**config.mk**
```make
export PLATFORM = sky130hd
export DESIGN_NAME = diff_hunk_header_parser
export DESIGN_NICKNAME = d
export VERILOG_FILES = /design/src/hw/rtl/dhhp_pkg.sv /design/src/hw/rtl/dhhp_parser.sv /design/src/hw/rtl/dhhp_mapper.sv /design/src/hw/rtl/diff_hunk_header_parser.sv
export VERILOG_INCLUDE_DIRS = /design/src /design/src/hw/rtl
export SDC_FILE = /design/constraint.sdc
export NUM_CORES = 1
export LEC_CHECK = 0
export BUFFER_PORTS_ARGS = -buffer_cell sky130_fd_sc_hd__buf_2
export CAP_MARGIN = 5
export CORE_MARGIN = 1
export CORE_UTILIZATION = 37
export CTS_CLUSTER_SIZE = 12
export DETAILED_ROUTE_END_ITERATION = 10
export GPL_ROUTABILITY_DRIVEN = 0
export GPL_TIMING_DRIVEN = 0
export PLACE_DENSITY = 0.54
export SLEW_MARGIN = 20
export SYNTH_ARGS = -nofsm -noshare
export SYNTH_HDL_FRONTEND = slang
export SYNTH_HIERARCHICAL = 1
export SYNTH_SLANG_ARGS = --single-unit
```
**constraint.sdc**
```tcl
create_clock -name clock -period 6.7 [get_ports clock]
set_clock_uncertainty 0.2 [all_clocks]
set_input_delay 1.34 -clock clock [delete_from_list [all_inputs] [get_ports clock]]
set_output_delay 1.34 -clock clock [all_outputs]
set_load 0.02 [all_outputs]
```
**src/hw/rtl/diff_hunk_header_parser_macros.svh**
```systemverilog
// Assertion helpers used by the top-level RTL file.
`ifndef DIFF_HUNK_HEADER_PARSER_MACROS_SVH
`define DIFF_HUNK_HEADER_PARSER_MACROS_SVH

// Same-cycle implication, silenced during reset.
`define DHHP_ASSERT_NOW(label, clk, rst, ante, cons) \
   label: assert property (@(posedge clk) disable iff (rst) (ante) |-> (cons)) \
      else $error("dhhp check failed");

// Next-cycle implication, silenced during reset.
`define DHHP_ASSERT_NEXT(label, clk, rst, ante, cons) \
   label: assert property (@(posedge clk) disable iff (rst) (ante) |=> (cons)) \
      else $error("dhhp check failed");

`endif

```
**src/hw/rtl/dhhp_pkg.sv**
```systemverilog
package dhhp_pkg;

   // Sizes
   localparam int LINE_BITS        = 24;
   localparam int MAX_HEADER_CHARS = 99;
   localparam int COUNT_BITS       = $clog2(MAX_HEADER_CHARS + 1);
   localparam int TEXT_BITS        = 8;
   localparam int OUT_BITS         = 25;
   localparam int KIND_BITS        = 2;
   localparam int RSP_DATA_BITS    = ((2 * OUT_BITS + 7) / 8) * 8;
   localparam int ACC_BITS         = LINE_BITS + 4;
   // Width of the zero-based line subtract, wide enough for a saturated count
   localparam int CALC_BITS        = (LINE_BITS + 1 > OUT_BITS) ? LINE_BITS + 1 : OUT_BITS;

   localparam logic [LINE_BITS-1:0] LINE_MAX = {LINE_BITS{1'b1}};

   // Characters of the header grammar
   localparam logic [TEXT_BITS-1:0] CHAR_LF    = 8'h0a;
   localparam logic [TEXT_BITS-1:0] CHAR_CR    = 8'h0d;
   localparam logic [TEXT_BITS-1:0] CHAR_COMMA = 8'h2c;
   localparam logic [TEXT_BITS-1:0] CHAR_ZERO  = 8'h30;
   localparam logic [TEXT_BITS-1:0] CHAR_NINE  = 8'h39;
   localparam logic [TEXT_BITS-1:0] CHAR_A     = 8'h61;
   localparam logic [TEXT_BITS-1:0] CHAR_C     = 8'h63;
   localparam logic [TEXT_BITS-1:0] CHAR_D     = 8'h64;

   typedef enum logic {
      OP_DATA  = 1'b0,
      OP_FLUSH = 1'b1
   } opcode_type;

   // Mode letter of the header
   typedef enum logic [1:0] {
      MODE_APPEND = 2'd0,
      MODE_CHANGE = 2'd1,
      MODE_DELETE = 2'd2
   } mode_type;

   // Mark kind of a result
   typedef enum logic [KIND_BITS-1:0] {
      KIND_APPEND = 2'd0,
      KIND_CHANGE = 2'd1,
      KIND_DELETE = 2'd2
   } kind_type;

   // Parsed header, handed from the parser to the mapper
   typedef struct packed {
      mode_type             mode;
      logic [LINE_BITS-1:0] old_start;
      logic [LINE_BITS-1:0] old_stop;
      logic                 old_has_end;
      logic [LINE_BITS-1:0] new_start;
      logic [LINE_BITS-1:0] new_stop;
      logic                 new_has_end;
   } hunk_type;

   // Decimal accumulate with saturation
   function automatic logic [LINE_BITS-1:0] acc_digit(input logic [LINE_BITS-1:0] acc,
                                                      input logic [3:0] digit);
      logic [ACC_BITS-1:0] wide;
      wide = (ACC_BITS'(acc) << 3) + (ACC_BITS'(acc) << 1) + ACC_BITS'(digit);
      return (wide > ACC_BITS'(LINE_MAX)) ? LINE_MAX : wide[LINE_BITS-1:0];
   endfunction

endpackage

```
**src/hw/rtl/dhhp_parser.sv**
```systemverilog
module dhhp_parser (
   input  logic                               clock,
   input  logic                               reset,
   input  logic                               step,
   input  dhhp_pkg::opcode_type               opcode,
   input  logic [dhhp_pkg::TEXT_BITS-1:0]     text_byte,
   output logic                               emit_now,
   output dhhp_pkg::hunk_type                 hunk
);

   typedef enum logic [2:0] {
      PH_S1   = 3'd0,
      PH_E1   = 3'd1,
      PH_S2   = 3'd2,
      PH_E2   = 3'd3,
      PH_FAIL = 3'd4
   } phase_type;

   logic                                at_line_start_ff, at_line_start_in;
   logic                                collecting_ff, collecting_in;
   logic [dhhp_pkg::COUNT_BITS-1:0]     char_count_ff, char_count_in;
   phase_type                           phase_ff, phase_in;
   dhhp_pkg::hunk_type                  hunk_ff, hunk_in;

   logic                                is_eol, is_digit, is_comma, is_mode;
   logic                                start_hdr, hdr_ok;
   dhhp_pkg::mode_type                  mode_hit;
   logic [3:0]                          digit;
   phase_type                           base_phase, parse_phase;
   dhhp_pkg::hunk_type                  base_hunk, parse_hunk;
   logic [dhhp_pkg::LINE_BITS-1:0]      acc_sel, acc_new;
   logic [dhhp_pkg::COUNT_BITS:0]       count_inc;

   // Classify the byte
   always_comb begin
      is_eol   = (text_byte == dhhp_pkg::CHAR_LF) || (text_byte == dhhp_pkg::CHAR_CR);
      is_digit = (text_byte >= dhhp_pkg::CHAR_ZERO) && (text_byte <= dhhp_pkg::CHAR_NINE);
      is_comma = (text_byte == dhhp_pkg::CHAR_COMMA);
      digit    = 4'(text_byte - dhhp_pkg::CHAR_ZERO);
      is_mode  = 1'b1;
      mode_hit = dhhp_pkg::MODE_APPEND;
      unique case (text_byte)
         dhhp_pkg::CHAR_A: mode_hit = dhhp_pkg::MODE_APPEND;
         dhhp_pkg::CHAR_C: mode_hit = dhhp_pkg::MODE_CHANGE;
         dhhp_pkg::CHAR_D: mode_hit = dhhp_pkg::MODE_DELETE;
         default:          is_mode  = 1'b0;
      endcase
   end

   // A digit at line start opens a fresh header
   assign start_hdr = at_line_start_ff && !is_eol && is_digit;
   assign hdr_ok    = collecting_ff && (char_count_ff != '0) &&
                      ((phase_ff == PH_S2) || (phase_ff == PH_E2));

   // Parse one character from the current or the fresh header
   always_comb begin
      base_phase = start_hdr ? PH_S1 : phase_ff;
      base_hunk  = start_hdr ? '0 : hunk_ff;

      case (base_phase)
         PH_S1:   acc_sel = base_hunk.old_start;
         PH_E1:   acc_sel = base_hunk.old_stop;
         PH_S2:   acc_sel = base_hunk.new_start;
         default: acc_sel = base_hunk.new_stop;
      endcase
      acc_new = dhhp_pkg::acc_digit(acc_sel, digit);

      parse_phase = base_phase;
      parse_hunk  = base_hunk;
      unique case (base_phase)
         PH_S1: begin
            if (is_comma) begin
               parse_phase = PH_E1;
               parse_hunk.old_has_end = 1'b1;
            end else if (is_mode) begin
               parse_phase = PH_S2;
               parse_hunk.mode = mode_hit;
            end else if (is_digit) begin
               parse_hunk.old_start = acc_new;
            end else begin
               parse_phase = PH_FAIL;
            end
         end
         PH_E1: begin
            if (is_mode) begin
               parse_phase = PH_S2;
               parse_hunk.mode = mode_hit;
            end else if (is_digit) begin
               parse_hunk.old_stop = acc_new;
            end else begin
               parse_phase = PH_FAIL;
            end
         end
         PH_S2: begin
            if (is_comma) begin
               parse_phase = PH_E2;
               parse_hunk.new_has_end = 1'b1;
            end else if (is_digit) begin
               parse_hunk.new_start = acc_new;
            end else begin
               parse_phase = PH_FAIL;
            end
         end
         PH_E2: begin
            if (is_digit) begin
               parse_hunk.new_stop = acc_new;
            end else begin
               parse_phase = PH_FAIL;
            end
         end
         default: parse_phase = PH_FAIL;
      endcase
   end

   // Next state for one beat
   always_comb begin
      at_line_start_in = at_line_start_ff;
      collecting_in    = collecting_ff;
      char_count_in    = char_count_ff;
      phase_in         = phase_ff;
      hunk_in          = hunk_ff;
      emit_now         = 1'b0;
      count_inc        = {1'b0, char_count_ff} + 1'b1;

      if ((opcode == dhhp_pkg::OP_FLUSH) || (!at_line_start_ff && is_eol)) begin
         // End of header: emit if valid, then drop the line
         emit_now         = hdr_ok;
         at_line_start_in = 1'b1;
         collecting_in    = 1'b0;
         char_count_in    = '0;
         phase_in         = PH_S1;
         hunk_in          = '0;
      end else if (at_line_start_ff) begin
         if (!is_eol) begin
            at_line_start_in = 1'b0;
         end
         if (start_hdr) begin
            collecting_in = 1'b1;
            char_count_in = dhhp_pkg::COUNT_BITS'(1);
            phase_in      = parse_phase;
            hunk_in       = parse_hunk;
         end
      end else if (collecting_ff) begin
         phase_in = parse_phase;
         hunk_in  = parse_hunk;
         // Abandon a header that grows too long
         if (count_inc >= (dhhp_pkg::COUNT_BITS + 1)'(dhhp_pkg::MAX_HEADER_CHARS)) begin
            collecting_in = 1'b0;
            char_count_in = '0;
         end else begin
            char_count_in = count_inc[dhhp_pkg::COUNT_BITS-1:0];
         end
      end
   end

   // Hold parser state, advance on each processed beat
   always_ff @(posedge clock) begin
      if (reset) begin
         at_line_start_ff <= 1'b1;
         collecting_ff    <= 1'b0;
         char_count_ff    <= '0;
         phase_ff         <= PH_S1;
         hunk_ff          <= '0;
      end else if (step) begin
         at_line_start_ff <= at_line_start_in;
         collecting_ff    <= collecting_in;
         char_count_ff    <= char_count_in;
         phase_ff         <= phase_in;
         hunk_ff          <= hunk_in;
      end
   end

   assign hunk = hunk_ff;

endmodule

```
**src/hw/rtl/dhhp_mapper.sv**
```systemverilog
module dhhp_mapper (
   input  dhhp_pkg::hunk_type                  hunk,
   input  logic                                edited_is_new,
   output dhhp_pkg::kind_type                  mark_kind,
   output logic [dhhp_pkg::OUT_BITS-1:0]       first_line,
   output logic [dhhp_pkg::OUT_BITS-1:0]       last_line
);

   logic [dhhp_pkg::LINE_BITS-1:0] sel_start, sel_stop;
   logic                           minus_one;
   logic [dhhp_pkg::CALC_BITS-1:0] first_calc, last_calc;

   // Pick the side and the mark kind
   always_comb begin
      mark_kind = dhhp_pkg::KIND_APPEND;
      minus_one = 1'b1;
      if (edited_is_new) begin
         sel_start = hunk.new_start;
         sel_stop  = hunk.new_has_end ? hunk.new_stop : hunk.new_start;
         case (hunk.mode)
            dhhp_pkg::MODE_APPEND: mark_kind = dhhp_pkg::KIND_APPEND;
            dhhp_pkg::MODE_CHANGE: mark_kind = dhhp_pkg::KIND_CHANGE;
            default: begin
               mark_kind = dhhp_pkg::KIND_DELETE;
               minus_one = 1'b0;
            end
         endcase
      end else begin
         sel_start = hunk.old_start;
         sel_stop  = hunk.old_has_end ? hunk.old_stop : hunk.old_start;
         case (hunk.mode)
            dhhp_pkg::MODE_APPEND: begin
               mark_kind = dhhp_pkg::KIND_DELETE;
               minus_one = 1'b0;
            end
            dhhp_pkg::MODE_CHANGE: mark_kind = dhhp_pkg::KIND_CHANGE;
            default:               mark_kind = dhhp_pkg::KIND_APPEND;
         endcase
      end
   end

   // Convert to zero-based lines, except for delete marks; a zero start then gives minus one
   assign first_calc = dhhp_pkg::CALC_BITS'(sel_start) - dhhp_pkg::CALC_BITS'(minus_one);
   assign last_calc  = dhhp_pkg::CALC_BITS'(sel_stop) - dhhp_pkg::CALC_BITS'(minus_one);
   assign first_line = first_calc[dhhp_pkg::OUT_BITS-1:0];
   assign last_line  = last_calc[dhhp_pkg::OUT_BITS-1:0];

endmodule

```
**src/hw/rtl/diff_hunk_header_parser.sv**
```systemverilog
// Channel  Dir  Beat fields
// req      in   tdata: text_byte[7:0]; tuser: opcode
// rsp      out  tdata: first_line[24:0], last_line[49:25]; tuser: mark_kind
// csr      in   csr_wdata: edited_is_new
//
// Each beat passes the input register, one parser update and the result register:
// its result loads once the result register is free, one beat per cycle while not stalled.
// The parser state register closes the only loop, one byte per cycle when not stalled.
// Reset is synchronous; it clears both stage valids, the parser and sets edited_is_new.
// A stalled result holds the input stage; a new beat is still taken while the
// input stage drains into a free result register.
`include "diff_hunk_header_parser_macros.svh"

module diff_hunk_header_parser (
   input  logic                                   clock,
   input  logic                                   reset,
   input  logic                                   req_tvalid,
   output logic                                   req_tready,
   input  logic [7:0]                             req_tdata,   // text_byte[7:0]
   input  logic [0:0]                             req_tuser,   // opcode[0]
   output logic                                   rsp_tvalid,
   input  logic                                   rsp_tready,
   output logic [dhhp_pkg::RSP_DATA_BITS-1:0]     rsp_tdata,   // first_line, last_line
   output logic [dhhp_pkg::KIND_BITS-1:0]         rsp_tuser,   // mark_kind
   input  logic                                   csr_we,
   input  logic [0:0]                             csr_wdata    // edited_is_new
);

   logic                                   edited_is_new_ff;
   logic                                   in_valid_ff;
   dhhp_pkg::opcode_type                   in_opcode_ff;
   logic [dhhp_pkg::TEXT_BITS-1:0]         in_byte_ff;
   logic                                   rsp_valid_ff;
   dhhp_pkg::kind_type                     rsp_kind_ff;
   logic [dhhp_pkg::OUT_BITS-1:0]          rsp_first_ff, rsp_last_ff;

   logic                                   out_free, proc, emit_now;
   dhhp_pkg::hunk_type                     hunk;
   dhhp_pkg::kind_type                     map_kind;
   logic [dhhp_pkg::OUT_BITS-1:0]          map_first, map_last;

   // Handshake control
   assign out_free   = !rsp_valid_ff || rsp_tready;
   assign proc       = in_valid_ff && out_free;
   assign req_tready = !in_valid_ff || proc;

   // Configuration register
   always_ff @(posedge clock) begin
      if (reset) begin
         edited_is_new_ff <= 1'b1;
      end else if (csr_we) begin
         edited_is_new_ff <= csr_wdata[0];
      end
   end

   // Input register
   always_ff @(posedge clock) begin
      if (reset) begin
         in_valid_ff <= 1'b0;
      end else if (req_tvalid && req_tready) begin
         in_valid_ff <= 1'b1;
      end else if (proc) begin
         in_valid_ff <= 1'b0;
      end
   end

   always_ff @(posedge clock) begin
      if (req_tvalid && req_tready) begin
         in_opcode_ff <= dhhp_pkg::opcode_type'(req_tuser[0]);
         in_byte_ff   <= req_tdata;
      end
   end

   dhhp_parser u_parser (
      .clock     (clock),
      .reset     (reset),
      .step      (proc),
      .opcode    (in_opcode_ff),
      .text_byte (in_byte_ff),
      .emit_now  (emit_now),
      .hunk      (hunk)
   );

   dhhp_mapper u_mapper (
      .hunk          (hunk),
      .edited_is_new (edited_is_new_ff),
      .mark_kind     (map_kind),
      .first_line    (map_first),
      .last_line     (map_last)
   );

   // Result register
   always_ff @(posedge clock) begin
      if (reset) begin
         rsp_valid_ff <= 1'b0;
      end else if (proc && emit_now) begin
         rsp_valid_ff <= 1'b1;
      end else if (rsp_tready) begin
         rsp_valid_ff <= 1'b0;
      end
   end

   always_ff @(posedge clock) begin
      if (proc && emit_now) begin
         rsp_kind_ff  <= map_kind;
         rsp_first_ff <= map_first;
         rsp_last_ff  <= map_last;
      end
   end

   assign rsp_tvalid = rsp_valid_ff;
   assign rsp_tuser  = rsp_kind_ff;
   assign rsp_tdata  = {{(dhhp_pkg::RSP_DATA_BITS - 2 * dhhp_pkg::OUT_BITS){1'b0}},
                        rsp_last_ff, rsp_first_ff};

   // Checks
   `DHHP_ASSERT_NEXT(a_emit_loads, clock, reset, proc && emit_now, rsp_valid_ff)
   `DHHP_ASSERT_NEXT(a_in_holds, clock, reset, in_valid_ff && !proc,
                     in_valid_ff && $stable(in_byte_ff) && $stable(in_opcode_ff))
   `DHHP_ASSERT_NEXT(a_rsp_from_beat, clock, reset, !rsp_valid_ff,
                     !rsp_valid_ff || $past(proc))
   `DHHP_ASSERT_NOW(a_no_lost_result, clock, reset, rsp_valid_ff && !rsp_tready, !proc)

endmodule
```
* Word level (Yosys, flattened, before mapping)
Index checks and enable logic that the tools add are counted.
** Storage, ports and cells
- Bits in registers :: 176
- Bits of input ports :: 15
- Logic and storage cells :: 135
- Output and inout bits :: 60
** Cells by class
- Muxes and demuxes :: 65
- Add/sub/neg operators :: 6
- Equality and inequality tests :: 13
- Magnitude comparators :: 4
- Reductions and logical operators :: 28
** Operator list (count)
- 100-bit two-way mux :: 5
- 24-bit two-way mux :: 16
- 24-bit one-hot mux with 3 select lines :: 1
- 24-bit by 1-bit subtractor with 25-bit output :: 2
- 7-bit two-way mux :: 5
- 27-bit by 25-bit adder with 28-bit output :: 1
- 28-bit by 4-bit adder with 28-bit output :: 1
- 28-bit by 24-bit > comparator with 1-bit output (second input constant) :: 1
- 3-bit two-way mux :: 9
- 26-bit two-way mux :: 1
- 8-bit by 7-bit equality test with 1-bit output (second input constant) :: 3
- 1-bit two-way mux :: 21
- 8-bit by 4-bit equality test with 1-bit output (second input constant) :: 2
- 2-bit one-hot mux with 2 select lines :: 4
- 3-bit by 2-bit equality test with 1-bit output (second input constant) :: 4
- 3-bit one-hot mux with 4 select lines :: 1
- 1-bit logical AND :: 9
- 7-bit by 1-bit adder with 8-bit output (second input constant) :: 1
- 8-bit by 6-bit equality test with 1-bit output (second input constant) :: 1
- 8-bit by 6-bit greater-or-equal comparator with 1-bit output (second input constant) :: 1
- 8-bit by 7-bit greater-or-equal comparator with 1-bit output (second input constant) :: 1
- 8-bit by 6-bit less-or-equal comparator with 1-bit output (second input constant) :: 1
- 7-bit nonzero test :: 1
- 1-bit logical OR :: 5
- other kinds (14) :: 19

* Depth between registers and ports, before layout
- Depth after elaboration :: 19
- Mapped depth :: 20
- Depth with buffers taken out :: 18

* By module
Netlist, hierarchy kept.
** Modules (own cells, without submodules)
- dhhp_parser :: instances 1, cells an instance 800, sequential area each 2242.2 um^2, area an instance 6756.5 um^2
- dhhp_mapper :: instances 1, cells an instance 388, sequential area each 0.0 um^2, area an instance 2595.0 um^2
- diff_hunk_header_parser :: instances 1, cells an instance 82, sequential area each 1891.8 um^2, area an instance 2021.9 um^2

* Worst setup path after synthesis
No wires, ideal clock.
- Path type :: reg2reg
- From :: register in_byte_ff[5] (netlist name)
- To :: register u_parser.hunk_ff, in the netlist u_parser/hunk[81]
- Arrival :: 4.391 ns
- Cell stages (with the launch flop) :: 20
- Path slack :: 1.985 ns
- Path buffers :: 2
- Cells stage by stage :: edfxtp_1 and4bb_2 nand2_2 nor2_2 nor3_2 clkbuf_1 nand2_1 a21oi_1 ha_1 ha_1 fa_1 a211oi_2 o211ai_2 o211ai_1 a211oi_1 a311oi_1 o22ai_2 buf_6 nor3_2 o21ai_1
** On the way
- Word-level cells in the longest chain between the ends :: 19
** RTL lines
- start: declaration :: RTL line diff_hunk_header_parser.sv:32 : logic [dhhp_pkg::TEXT_BITS-1:0] in_byte_ff;
- start signal: assignment :: RTL line diff_hunk_header_parser.sv:70 : in_byte_ff <= req_tdata;
- parallel branches: the longest is 19 deep, another holds 27-bit by 25-bit adder with 28-bit output
- end signal: assignment :: RTL line dhhp_parser.sv:169 : hunk_ff <= hunk_in;
- end: declaration :: RTL line dhhp_parser.sv:23 : dhhp_pkg::hunk_type hunk_ff, hunk_in;
Several ways; the timed one is not identified. The select of a mux whose other input is x is not followed.
A chain may end at the register's enable or synchronous reset.

* Worst setup path after layout
- From :: register in_byte_ff[5] (netlist name)
- To :: register u_parser.hunk_ff, in the netlist u_parser/hunk[12]
** On the way
- Word-level cells in the longest chain between the ends :: 17
** RTL lines
- parallel branches: the longest is 17 deep, another holds 27-bit by 25-bit adder with 28-bit output
Several ways; the timed one is not identified. The select of a mux whose other input is x is not followed.

==> run metrics <==
outcome=finished clean; Leakage=between 0.005 and 0.006 uW; synth unique cells=roughly 90; largest net degree at the start of global routing=30; crit path cell chain=and4bb_2 > nand2_2 > nor2_2 > nor3_2 > clkbuf_1 > nand2_1 > a21oi_1 > ha_1 > ha_1 > fa_1 > a211oi_2 > o211ai_2 > o211ai_1 > a211oi_1 > a311oi_1 > o22ai_2 > a211oi_1 > o21ai_0; Post-synth ARST share=0; final wirelength=34.6 mm; synthesized instance count=1270; Reg power frac=0.464; Yosys warning count=6; CTS tree=yes; Clk pwr share=0.440; io pins=75; clk sink count=roughly 180; post-layout net count=around 1.4k; top cells by area, synth=dfxtp_1, edfxtp_1, ha_1, nand2_1, mux2i_1; initial antenna violation count=0; root buf cell=clkbuf_16; worst-skew pair later-pin latency=about 0.44 ns; Detail Route Antenna Nets=0; ys flop type=dfxtp_1; Slew Viols, Final=0; dpl ws=0.519 ns; share of cells above drive strength 1=0.157; CTS buffer count=17; #FFs+latches synth=around 180; CP endpoint kind=flop; cell area after synthesis=approximately 11000 sq um; H-Tree Depth=4; setup ws final=0.455 ns; Cells after DPL=between 1.5k and 2k; count of final setup violators=0; aggregate negative setup slack=0 ns; Final Hold Fails=0; DRC Markers=0; Max-cap violations=0; sequential area share after synthesis=0.363; Clock Path Buffers=2; peak supply drop=approximately 180 uV; width of the die=177 microns; Initial DRT Pass Iterations=7; CP Launch Type=flop; register area=roughly 4100 sq um; FMAX=roughly 160 MHz; synthesis-to-layout area growth=13.2%; Synth Area per Inst=around 9 sq um; CP arrival=6.34 ns; initial detailed-routing violation count=between 900 and 1k; Placeable Area=about 30000 sq um; switching share of power=0.245; crit-path max FO=10; vias in the first global route=9693; area leader, netlist=dfxtp_1; GRT overflow=0; FILL cells=2986; Starting Density=0.380; Avg WL per Cell=~20 microns; die footprint=about 31000 sq um; ant diodes=0; Total GRT Usage=0.228; fin cells=approximately 1.8k; max_slew headroom=0.427; max incr delay on CP=about 0.63 ns; area of the multi-input gates=a little under 7000 sq um; top cell type's share of synthesized area=0.202; Post-synth top cells=nand2_1, dfxtp_1, o21ai_0; Hold Crit Class=reg2reg; Gate power share=0.097; Vias/cell=5.67; sw power=around 590 uW; unrepaired setup endpoints after global routing=no; die height=~180 microns; crit path kind=reg2reg; Internal Pwr Total=around 1800 uW; slew at the pin closest to its max-slew limit=approximately 0.86 ns; clk slew on worst S/H paths=0.07 ns; count leader, synth=nand2_1; total design power=roughly 2400 uW; IO Port Bufs=just under 70; row count=63; Critical-path top delay cell=a211oi_1; Post-DP HPWL=27.6 mm; Required @ worst endpoint=roughly 6.8 ns; PwrDens=approximately 190 nW/um^2; vias=about 10k; CTS Hold Bufs=0; fin crit period=6.25 ns; fin crit share=0.932; Post-synth EDFFs=61; first-pass GRT wire length=between 50 and 60 mm
==> through the flow <==
step	area, sq um	utilization	hold WS (ns)
after floorplan	11400	-	0.236
after global placement	12200	0.408	0.268
final	12900	0.430	0.292
after detailed placement	12200	0.409	0.270
after CTS	12900	0.430	0.288
after global routing	12900	0.430	0.317
==> metal layers <==
metal	wire length, microns	GRT usage	vias up	part of all wire
met1	16500	0.315	4707	0.48
met3	1860	0.0304	45	0.054
met2	15500	0.365	362	0.45
met4	709	0.0794	0	0.021
li1	-	-	4900	-
met5	0	0	-	0
==> path summary, 6_finish.rpt <==
path	from	endpoint	slack, ns	cells after the start
setup / recovery	in_byte_ff[5]$_DFFE_PP_	u_parser/hunk[12]$_SDFFE_PP0P_	0.45	18
hold reg to reg	u_parser/hunk[23]$_SDFFE_PP0P_	u_parser/hunk[23]$_SDFFE_PP0P_	0.29	2
setup reg to reg	in_byte_ff[5]$_DFFE_PP_	u_parser/hunk[12]$_SDFFE_PP0P_	0.45	18
hold / removal	u_parser/hunk[23]$_SDFFE_PP0P_	u_parser/hunk[23]$_SDFFE_PP0P_	0.29	2
==> power groups by stage <==
| stage | Combinational, uW | Clock [uW] | Sequential [uW] |
|---|---|---|---|
| 2_1_floorplan | 171 | 0 | 1140 |
| 3_3_place_gp | 229 | 0 | 1150 |
| 3_5_place_dp | 230 | 0 | 1150 |
| 4_1_cts | 231 | 1080 | 1120 |
| 5_1_grt | 253 | 1120 | 1120 |
| 6_report | 234 | 1060 | 1120 |
==> final cells by class <==
cell class	count	share of cell area
buffer	72	0.0310
clock buffer	21	0.0366
clock inverter	11	0.0118
inverter	25	0.00729
multi-input combinational	1002	0.526
sequential	176	0.321
tap	390	0.0379
timing repair buffer	69	0.0280
==> placed cells by master (no fill, tap or decap), types with 5 or more instances in the layout <==
cell type,count
a211oi_1,24
a21o_1,9
a21oi_1,89
a21oi_2,5
a31oi_1,5
and2_1,7
and3_1,7
buf_2,93
buf_4,10
buf_6,8
clkbuf_1,28
clkbuf_16,18
conb_1,6
dfxtp_1,115
edfxtp_1,61
ha_1,54
inv_1,25
mux2_2,15
mux2i_1,51
nand2_1,151
nand2b_1,5
nand3_1,12
nand4_1,10
nor2_1,75
nor2b_1,20
nor3_1,46
nor3_2,9
nor3_4,13
nor3b_1,13
o211ai_1,8
o21a_1,5
o21ai_0,97
o21ai_1,54
o22ai_1,10
o2bb2ai_1,49
or3_1,6
xnor2_1,40
xor2_1,19
==> kinds of logic after synthesis <==
logic type	after synthesis	share of synthesized area
adder cells (fa/ha/maj)	56	0.0629
XOR/XNOR	59	0.0454
AND/OR/NAND/NOR	414	0.196
buffers and inverters	97	0.0433
multiplexers	66	0.0597
AO/OA/AOI/OAI	401	0.228
flip-flops	176	0.363
other	1	0.000330
==> repair_timing <==
item / CTS / global route
endpoints found under the setup margin: 0 / 1
setup buffers: 0 / 0
resized for setup: 0 / 1
==> worst max-delay path, delay by kind of cell, from the launching register on <==
kind	cells	cell delay (ns)
AOI/OAI and AO/OA	9	2.66
and+or+nand+nor	5	1.29
DFF	1	0.44
buffers and inverters	1	0.50
adders and majority gates	3	0.99
==> sequential cells by signal, indices dropped and copies added (netlist names) <==
name / count
u_parser/hunk: 100
rsp_first_ff: 25
rsp_last_ff: 25
in_byte_ff: 8
u_parser/char_count_ff: 7
u_parser/phase_ff: 3
rsp_tuser: 2
edited_is_new_ff: 1
in_opcode_ff: 1
in_valid_ff: 1
rsp_tvalid: 1
u_parser/at_line_start_ff: 1
u_parser/collecting_ff: 1
Note: power is estimated with default switching activity, not from simulation.
